**src/sv/atl_pkg.sv**
```systemverilog
// ----------------------------------------------------------------------------
// atl_pkg
// shared widths, codes and control types for the tilt low-pass block
// ----------------------------------------------------------------------------
package atl_pkg;

  localparam int SAMPLE_BITS = 14;
  localparam int RAW_W       = 16;
  localparam int RAW_SHIFT   = RAW_W - SAMPLE_BITS;
  localparam int G_W         = 13;
  localparam int FILT_W      = 11;
  localparam int OUT_W       = 16;
  localparam int SHIFT_DIV   = 3;
  // clamp and offset width: room for the larger operand plus one carry
  localparam int CMP_W       = ((SAMPLE_BITS > G_W) ? SAMPLE_BITS : G_W) + 1;
  localparam int IDX_W       = 1;

  localparam logic [OUT_W-1:0] ABSENT_CODE = 16'hEEEE;
  localparam logic [G_W-1:0]   ONE_G_RESET = 13'd4096;

  // register indexes on the write port
  localparam logic [IDX_W-1:0] REG_ONE_G   = 1'd0;
  localparam logic [IDX_W-1:0] REG_PRESENT = 1'd1;

  // pipeline control from the handshake unit to the datapath
  typedef struct packed {
    logic in_ready;
    logic load_s1;
    logic adv;
  } ctrl_t;

endpackage

```
**src/sv/accel_tilt_lowpass_unit.sv**
```systemverilog
// ----------------------------------------------------------------------------
// accel_tilt_lowpass_unit
// three-axis accelerometer tilt target and first-order low-pass per axis
// ----------------------------------------------------------------------------
//  channel   signals                                   direction  handshake
//  input     data_ready, x_raw, y_raw, z_raw           in         in_valid/in_ready
//  result    out_x, out_y, out_z                       out        out_valid/out_ready
//  config    wr_en, wr_index, wr_data                  in         write on wr_en
//
//  one word per cycle unless out_ready stalls; input register, then result register
//  the filter state update between input register and result register sets the rate
//  reset clears the filters to zero, one g to 4096 and marks the sensor absent
//  a held result stalls the input register, which then holds in_ready low
// ----------------------------------------------------------------------------
module accel_tilt_lowpass_unit (
  input  logic                           clk,
  input  logic                           rst,
  // input words
  input  logic                           in_valid,
  output logic                           in_ready,
  input  logic                           data_ready,
  input  logic [atl_pkg::RAW_W-1:0]      x_raw,
  input  logic [atl_pkg::RAW_W-1:0]      y_raw,
  input  logic [atl_pkg::RAW_W-1:0]      z_raw,
  // result words
  output logic                           out_valid,
  input  logic                           out_ready,
  output logic [atl_pkg::OUT_W-1:0]      out_x,
  output logic [atl_pkg::OUT_W-1:0]      out_y,
  output logic [atl_pkg::OUT_W-1:0]      out_z,
  // register writes
  input  logic                           wr_en,
  input  logic [atl_pkg::IDX_W-1:0]      wr_index,
  input  logic [atl_pkg::G_W-1:0]        wr_data
);

  atl_pkg::ctrl_t ctrl;

  // configuration registers
  logic [atl_pkg::G_W-1:0] one_g;
  logic                    present;

  // input register
  logic                      dr_q;
  logic [atl_pkg::RAW_W-1:0] x_q;
  logic [atl_pkg::RAW_W-1:0] y_q;
  logic [atl_pkg::RAW_W-1:0] z_q;

  logic                       update;
  logic [atl_pkg::FILT_W-1:0] fx_new;
  logic [atl_pkg::FILT_W-1:0] fy_new;
  logic [atl_pkg::FILT_W-1:0] fz_new;

  always_ff @(posedge clk) begin
    if (rst) begin
      one_g   <= atl_pkg::ONE_G_RESET;
      present <= 1'b0;
    end else if (wr_en) begin
      unique case (wr_index)
        atl_pkg::REG_ONE_G:   one_g   <= wr_data;
        atl_pkg::REG_PRESENT: present <= wr_data[0];
      endcase
    end
  end

  atl_ctrl u_ctrl (
    .clk       (clk),
    .rst       (rst),
    .in_valid  (in_valid),
    .out_ready (out_ready),
    .ctrl      (ctrl),
    .out_valid (out_valid)
  );

  assign in_ready = ctrl.in_ready;

  // payload capture, no reset needed
  always_ff @(posedge clk) begin
    if (ctrl.load_s1) begin
      dr_q <= data_ready;
      x_q  <= x_raw;
      y_q  <= y_raw;
      z_q  <= z_raw;
    end
  end

  // filters move only on a ready frame while the sensor is present
  assign update = dr_q && present;

  atl_axis u_axis_x (
    .clk      (clk),
    .rst      (rst),
    .adv      (ctrl.adv),
    .update   (update),
    .raw      (x_q),
    .one_g    (one_g),
    .filt_new (fx_new)
  );

  atl_axis u_axis_y (
    .clk      (clk),
    .rst      (rst),
    .adv      (ctrl.adv),
    .update   (update),
    .raw      (y_q),
    .one_g    (one_g),
    .filt_new (fy_new)
  );

  atl_axis u_axis_z (
    .clk      (clk),
    .rst      (rst),
    .adv      (ctrl.adv),
    .update   (update),
    .raw      (z_q),
    .one_g    (one_g),
    .filt_new (fz_new)
  );

  // result register: filtered values, or the absent code on every axis
  always_ff @(posedge clk) begin
    if (ctrl.adv) begin
      out_x <= present ? atl_pkg::OUT_W'(fx_new) : atl_pkg::ABSENT_CODE;
      out_y <= present ? atl_pkg::OUT_W'(fy_new) : atl_pkg::ABSENT_CODE;
      out_z <= present ? atl_pkg::OUT_W'(fz_new) : atl_pkg::ABSENT_CODE;
    end
  end

endmodule

```
**src/sv/atl_axis.sv**
```systemverilog
// ----------------------------------------------------------------------------
// atl_axis
// one axis: tilt target from the raw word and the low-pass filter state
// ----------------------------------------------------------------------------
module atl_axis (
  input  logic                          clk,
  input  logic                          rst,
  input  logic                          adv,
  input  logic                          update,
  input  logic [atl_pkg::RAW_W-1:0]     raw,
  input  logic [atl_pkg::G_W-1:0]       one_g,
  output logic [atl_pkg::FILT_W-1:0]    filt_new
);

  logic [atl_pkg::SAMPLE_BITS-1:0] sample;
  logic [atl_pkg::SAMPLE_BITS-1:0] mag;
  logic                            neg;
  logic [atl_pkg::CMP_W-1:0]       mag_x;
  logic [atl_pkg::CMP_W-1:0]       g_x;
  logic [atl_pkg::CMP_W-1:0]       clamp;
  logic [atl_pkg::CMP_W-1:0]       sum;
  logic [atl_pkg::FILT_W-1:0]      target;
  logic signed [atl_pkg::FILT_W:0] diff;
  logic signed [atl_pkg::FILT_W:0] step;
  logic [atl_pkg::FILT_W-1:0]      filt;
  logic [atl_pkg::FILT_W-1:0]      filt_next;

  // drop the low justification bits, keep the two's complement sample
  assign sample = raw[atl_pkg::RAW_W-1:atl_pkg::RAW_SHIFT];
  assign neg    = sample[atl_pkg::SAMPLE_BITS-1];
  assign mag    = neg ? (atl_pkg::SAMPLE_BITS'(0) - sample) : sample;

  assign mag_x  = atl_pkg::CMP_W'(mag);
  assign g_x    = atl_pkg::CMP_W'(one_g);
  assign clamp  = (mag_x > g_x) ? g_x : mag_x;
  assign sum    = neg ? (g_x + clamp) : (g_x - clamp);
  assign target = sum[atl_pkg::FILT_W+atl_pkg::SHIFT_DIV-1:atl_pkg::SHIFT_DIV];

  // floor shift of the signed difference
  assign diff      = $signed({1'b0, target}) - $signed({1'b0, filt});
  assign step      = diff >>> atl_pkg::SHIFT_DIV;
  assign filt_next = filt + step[atl_pkg::FILT_W-1:0];
  assign filt_new  = update ? filt_next : filt;

  always_ff @(posedge clk) begin
    if (rst) begin
      filt <= '0;
    end else if (adv) begin
      filt <= filt_new;
    end
  end

endmodule

```
**src/sv/atl_ctrl.sv**
```systemverilog
// ----------------------------------------------------------------------------
// atl_ctrl
// valid/ready control for the input register and the result register
// ----------------------------------------------------------------------------
module atl_ctrl (
  input  logic           clk,
  input  logic           rst,
  input  logic           in_valid,
  input  logic           out_ready,
  output atl_pkg::ctrl_t ctrl,
  output logic           out_valid
);

  logic s1_valid;
  logic s1_valid_next;
  logic out_valid_next;
  logic room;

  // result register can take a new word this cycle
  assign room          = !out_valid || out_ready;
  assign ctrl.in_ready = !s1_valid || room;
  assign ctrl.load_s1  = in_valid && ctrl.in_ready;
  assign ctrl.adv      = s1_valid && room;

  assign s1_valid_next  = ctrl.load_s1 || (s1_valid && !room);
  assign out_valid_next = ctrl.adv || (out_valid && !out_ready);

  always_ff @(posedge clk) begin
    if (rst) begin
      s1_valid  <= 1'b0;
      out_valid <= 1'b0;
    end else begin
      s1_valid  <= s1_valid_next;
      out_valid <= out_valid_next;
    end
  end

endmodule

```
**config.mk**
```make
export PLATFORM = sky130hd
export DESIGN_NAME = accel_tilt_lowpass_unit
export DESIGN_NICKNAME = d
export VERILOG_FILES = /design/src/sv/atl_pkg.sv /design/src/sv/accel_tilt_lowpass_unit.sv /design/src/sv/atl_axis.sv /design/src/sv/atl_ctrl.sv
export SDC_FILE = /design/constraint.sdc
export NUM_CORES = 1
export LEC_CHECK = 0
export BUFFER_PORTS_ARGS = -buffer_cell sky130_fd_sc_hd__buf_4
export CAP_MARGIN = 20
export CORE_UTILIZATION = 35
export CTS_CLUSTER_DIAMETER = 100
export DETAILED_ROUTE_END_ITERATION = 8
export PLACE_DENSITY = 0.54
export SYNTH_ARGS = -nofsm -noshare
export SYNTH_HDL_FRONTEND = slang
export SYNTH_SLANG_ARGS = --single-unit
```
**constraint.sdc**
```tcl
create_clock -name clk -period 27 [get_ports clk]
set_clock_uncertainty 0.05 [all_clocks]
set_input_delay 1.35 -clock clk [delete_from_list [all_inputs] [get_ports clk]]
set_output_delay 1.35 -clock clk [all_outputs]
set_load 0.005 [all_outputs]
```
# After elaboration in Yosys (flattened, before gate mapping)
# Index checks and enable logic that the tools add are counted.
# totals
regBits,146
in_bits,68
output_inout_bits,50
wordCells,66
# op_classes
addsub,15
magnitude_cmp,3
mux,15
n_bitwise,1
n_reduce_logical,15
# ops
operator,count
2-to-1 mux 14 bit,9
2-to-1 mux 16 bit,3
adder 13 x 14 -> 14 bit,3
> comparator 14 x 13 -> 1 bit,3
"subtractor 1 x 14 -> 14 bit, first input constant",3
subtractor 13 x 14 -> 14 bit,3
subtractor 11 x 11 -> 12 bit,3
adder 11 bit,3
2-to-1 mux 11 bit,3
logical AND 1 bit,5
zero test 1 bit,4
logical OR 1 bit,4
AND reduction 2 bit,2
inverter 1 bit,1

# Longest topological paths before layout
# depth
depth_word,10
mapped_depth,47

# Modules after synthesis
# Synthesis repeated with hierarchy kept, for this count alone.
# unflattened
hier_cells,1495
area_unflattened_um2,12834.8
# by_module_without_submodules
mod,n_inst,cells_per_inst,area_each_um2
accel_tilt_lowpass_unit,1,198,3515.9
atl_axis at u_axis_y,1,428,3110.5
atl_axis at u_axis_x,1,433,3094.2
atl_axis at u_axis_z,1,426,3010.4
atl_ctrl,1,10,103.8

# Worst setup path after synthesis
# OpenSTA, ideal clock, no wires.
# synth_path
path_type,reg-to-reg
startpoint,register z_q[8] (netlist bit)
endpoint,"register out_z[10] (netlist bit), data pin"
setup_ns,0.267
arrival_ns,8.850
setup_slack_ns,17.833
stages_incl_launch_ff,42
n_path_buf,2
cell_sequence,edfxtp_1 or4_1 or3_1 o31ai_1 xnor2_1 ha_1 nand3_1 nor4_1 a211oi_1 nor3_1 clkbuf_1 clkbuf_1 mux2i_1 ha_1 nor2_1 xnor2_1 ha_1 nand3_1 [... 6 more ...] nand2_1 or3_1 or4_1 a41oi_1 nor2b_1 nor2_1 xnor2_1 ha_1 a21o_1 a21oi_1 o21bai_1 a21oi_1 o21bai_1 a21oi_1 o21ai_0 xnor2_1 nor3_1 nand3b_1
# synth_via
elab_chain_len,9
word_cells_on_any_way,10
classes_between,add/sub: 5; order compare: 1; mux: 4
# synth_lines
element,line_no,rtl
from (decl),accel_tilt_lowpass_unit.sv:47,logic [atl_pkg::RAW_W-1:0] z_q;
from (signal assigned),accel_tilt_lowpass_unit.sv:83,z_q <= z_raw;
subtractor 1 x 14 -> 14 bit,atl_axis.sv:31,assign mag = neg ? (atl_pkg::SAMPLE_BITS'(0) - sample) : sample;
2-to-1 mux 14 bit *,atl_axis.sv:31,
> comparator 14 x 13 -> 1 bit,atl_axis.sv:35,assign clamp = (mag_x > g_x) ? g_x : mag_x;
2-to-1 mux 14 bit *,atl_axis.sv:35,
subtractor 13 x 14 -> 14 bit or adder 13 x 14 -> 14 bit (tied branches),atl_axis.sv:36,assign sum = neg ? (g_x + clamp) : (g_x - clamp);
2-to-1 mux 14 bit *,atl_axis.sv:36,
subtractor 11 x 11 -> 12 bit *,atl_axis.sv:40,"assign diff = $signed({1'b0, target}) - $signed({1'b0, filt});"
adder 11 bit *,atl_axis.sv:42,assign filt_next = filt + step[atl_pkg::FILT_W-1:0];
2-to-1 mux 11 bit *,atl_axis.sv:43,assign filt_new = update ? filt_next : filt;
to (signal assigned),accel_tilt_lowpass_unit.sv:125,out_z <= present ? atl_pkg::OUT_W'(fz_new) : atl_pkg::ABSENT_CODE;
to (decl),accel_tilt_lowpass_unit.sv:30,"output logic [atl_pkg::OUT_W-1:0] out_z,"
# Every way passes the cells marked *; elsewhere a longest branch is shown, timed or not.
# A chain may end at the register's enable or synchronous reset.

# Worst setup path in the final report
# layout_path
startpoint,register y_q[5] (netlist bit)
endpoint,"register out_y[10] (netlist bit), data pin"
# layout_via
elab_chain_len,9
word_cells_on_any_way,10
classes_between,add/sub: 5; order compare: 1; mux: 4
# layout_lines
element,line_no,rtl
from (decl),accel_tilt_lowpass_unit.sv:46,logic [atl_pkg::RAW_W-1:0] y_q;
from (signal assigned),accel_tilt_lowpass_unit.sv:82,y_q <= y_raw;
subtractor 1 x 14 -> 14 bit,atl_axis.sv:31,
2-to-1 mux 14 bit *,atl_axis.sv:31,
> comparator 14 x 13 -> 1 bit,atl_axis.sv:35,
2-to-1 mux 14 bit *,atl_axis.sv:35,
subtractor 13 x 14 -> 14 bit or adder 13 x 14 -> 14 bit (tied branches),atl_axis.sv:36,
2-to-1 mux 14 bit *,atl_axis.sv:36,
subtractor 11 x 11 -> 12 bit *,atl_axis.sv:40,
adder 11 bit *,atl_axis.sv:42,
2-to-1 mux 11 bit *,atl_axis.sv:43,
to (signal assigned),accel_tilt_lowpass_unit.sv:124,out_y <= present ? atl_pkg::OUT_W'(fy_new) : atl_pkg::ABSENT_CODE;
to (decl),accel_tilt_lowpass_unit.sv:29,"output logic [atl_pkg::OUT_W-1:0] out_y,"
# Marked as above.

==> results.yml <==
run_status:
  status: "finished clean"
sta:
  hold_viol: 0
  setup_tns_ps: 0
  slew_violations: 0
  setup_viol: 0
  hold_slack_ps: 449
  fmax_mhz: 102
  relSlewSlack_pct: 35.9
  fin_crit_sh_pct: 36.4
  grt_setup_unrepaired: "no"
  fin_ws_ps: 17180
  worst_slew_pin_slew_ps: 962
  final.min_clock_period_ps: 9820
power:
  ir_worst_vdd_mv: 0.0572
  leakagePower_uw: 0.00555
  power.density_mw_per_mm2: 75.4
detailed_routing:
  drc: 0
  drt_first_pass_iters: 5
  viasPerCell: 5.10
  initialDrtViolationCount: 419
  totalWireLength_um: 30200
  ant_nets: 0
  avgRoutedWirePerCell_um: 15.4
  num_vias: 10000
worst_setup_path:
  slowest_stage: "nor4_1"
  critPathCaptureType: "register"
  startpoint_type: "register"
  cp.required_ps: 27110
  path_class: "reg -> reg"
  cpPeakStageDelay_ps: 570
  cp_common_cell: "ha_1"
  cp_max_fo: 26
  crit_arrival_ps: 9930
finish:
  synthToLayoutAreaGrowth_pct: 15.1
  stdcell_count: 1964
  layout.nets: 1724
  drive_above_1_share_pct: 11.3
  final_common_cell: "nand2_1"
  stdcell_area_sq_mm: 0.0137
  final_cell_mix: "158 x nand2_1, 150 x ha_1, 140 x a21oi_1"
  antenna-diode-count: 0
die:
  coreArea_sq_mm: 0.0335
  rows: 67
  die_h_um: 187
  pin_count: 118
  fp.dieArea_sq_mm: 0.0348
  initial_utilization_pct: 35.6
  die_w_um: 187
synth:
  ys.flop_type: "edfxtp_1"
  synth_top_area_share_pct: 19.4
  yosys_warnings: 0
  synth_edf_count: 77
  postSynth.asyncResetShare_pct: 0
  syn_area_per_cell_sq_um: 8.36
  syn_area_sq_mm: 0.0119
  yosysTopAreaCell: "edfxtp_1"
  netlist_top_cells_area: "edfxtp_1 19%, ha_1 16%, xnor2_1 9.0%, dfxtp_1 8.2%, a21oi_1 5.9%"
  synth-seq-area-share_pct: 27.6
  synth_cell_types: 69
  syn_inst: 1426
  ys_ff_latch: 126
grt:
  track_usage_pct: 17.2
  grt_pass1_wl_um: 48400
  grt_pass1_vias: 9287
  antenna_found_initial: 0
  grt_overflow: 0
  grt_max_degree: 57
cts:
  clk_path_buf_depth: 2
  cts_sinks: 126
  post_cts_buffers: 0
  hold_buffers: 0
  tritoncts: "done"
  root_buffer: "clkbuf_16"
  cts_resized: 0
  clock_latency_ps: 430
  clk_pin_slew_ps: 60
  cts_buffers: 17
  ctsHtreeMaxLevel: 4
placement:
  gp_congestion: 0.851
  dp_slack_ps: 16930
  dp_cells: 1929
  dp.final_hpwl_um: 23000
  placed_area_sq_mm: 0.0131
  numPortBuffers: 108
min_path:
  min_path_type: "reg -> reg"
run:
  max_cap_viol_count: 0
registers in the layout (all words and copies together), names as in the netlist, 11 cells and up:
name and cells:
x_q 14, y_q 14, z_q 14, one_g 13
out_x 12, out_y 11, out_z 11, u_axis_x.filt 11
u_axis_y.filt 11, u_axis_z.filt 11
per-layer routing:
metal | global-route usage, % | up-vias | routed length, um
li1 | - | 5259 | -
met1 | 24.3 | 4578 | 15500
met2 | 27.3 | 169 | 13400
met3 | 2.44 | 17 | 941
met4 | 4.26 | 0 | 297
met5 | 0 | - | 0
power by group:
| group | switching [uW] | internal, uW | leakage, uW |
|---|---|---|---|
| registers | 11.3 | 214 | 0.00108 |
| clock network | 96.3 | 138 | 0.000279 |
| logic | 321 | 256 | 0.00419 |
| total | 429 | 607 | 0.00555 |
kinds of logic after synthesis:
kind of cell | synth area share [%]
mux | 3.04
flops | 27.6
simple gates | 17.8
fa+ha+maj | 16.2
compound gates | 18.9
buf+inv | 5.19
other cells | 0.0314
xor+xnor | 11.2
stage by stage:
step | power, uW | util (%)
CTS | 1040 | 40.8
detailed placement | 800 | 39.0
finish | 1040 | 40.9
global placement | 788 | 39.0
global route | 1130 | 40.9
floorplan | 693 | -
synthesized netlist by cell type (14+ instances only):
cell type,instances
nor3_1,23
o21bai_1,21
a31oi_1,15
xor2_1,29
dfxtp_1,49
inv_1,86
a211oi_1,14
nand2_1,158
o21ai_0,56
buf_4,14
a21o_1,22
mux2i_1,34
nand2b_1,16
ha_1,150
nor2_1,135
xnor2_1,123
a21oi_1,140
nand3_1,30
edfxtp_1,77
clkbuf_1,37
final timing paths:
check	from	slack (ps)	cells after the start	endpoint
setup / recovery	y_q[5]	17180	38	out_y[10]
hold / removal	u_axis_x.filt[0]	450	2	u_axis_x.filt[0]
setup reg to reg	y_q[5]	17180	38	out_y[10]
hold reg to reg	u_axis_x.filt[0]	450	2	u_axis_x.filt[0]
final cells by class:
type / instances / area, sq um
inverters: 86 / 323
multi-input cells: 1153 / 8040
clock buffers: 18 / 429
well taps: 448 / 561
clock inverters: 14 / 156
fillers: 3437 / 19800
repair buffers: 119 / 930
flip-flops and latches: 126 / 3290
worst max-delay path, delay by kind of cell, from the launching register on:
| kind | cells | cell delay [ps] |
|---|---|---|
| buffers and inverters | 1 | 220 |
| multiplexers | 2 | 370 |
| XOR/XNOR | 3 | 570 |
| adder cells (fa/ha/maj) | 5 | 1460 |
| flip-flops | 1 | 440 |
| AO/OA/AOI/OAI | 18 | 4740 |
| AND/OR/NAND/NOR | 9 | 1660 |
(Power assumes the default switching activity.)
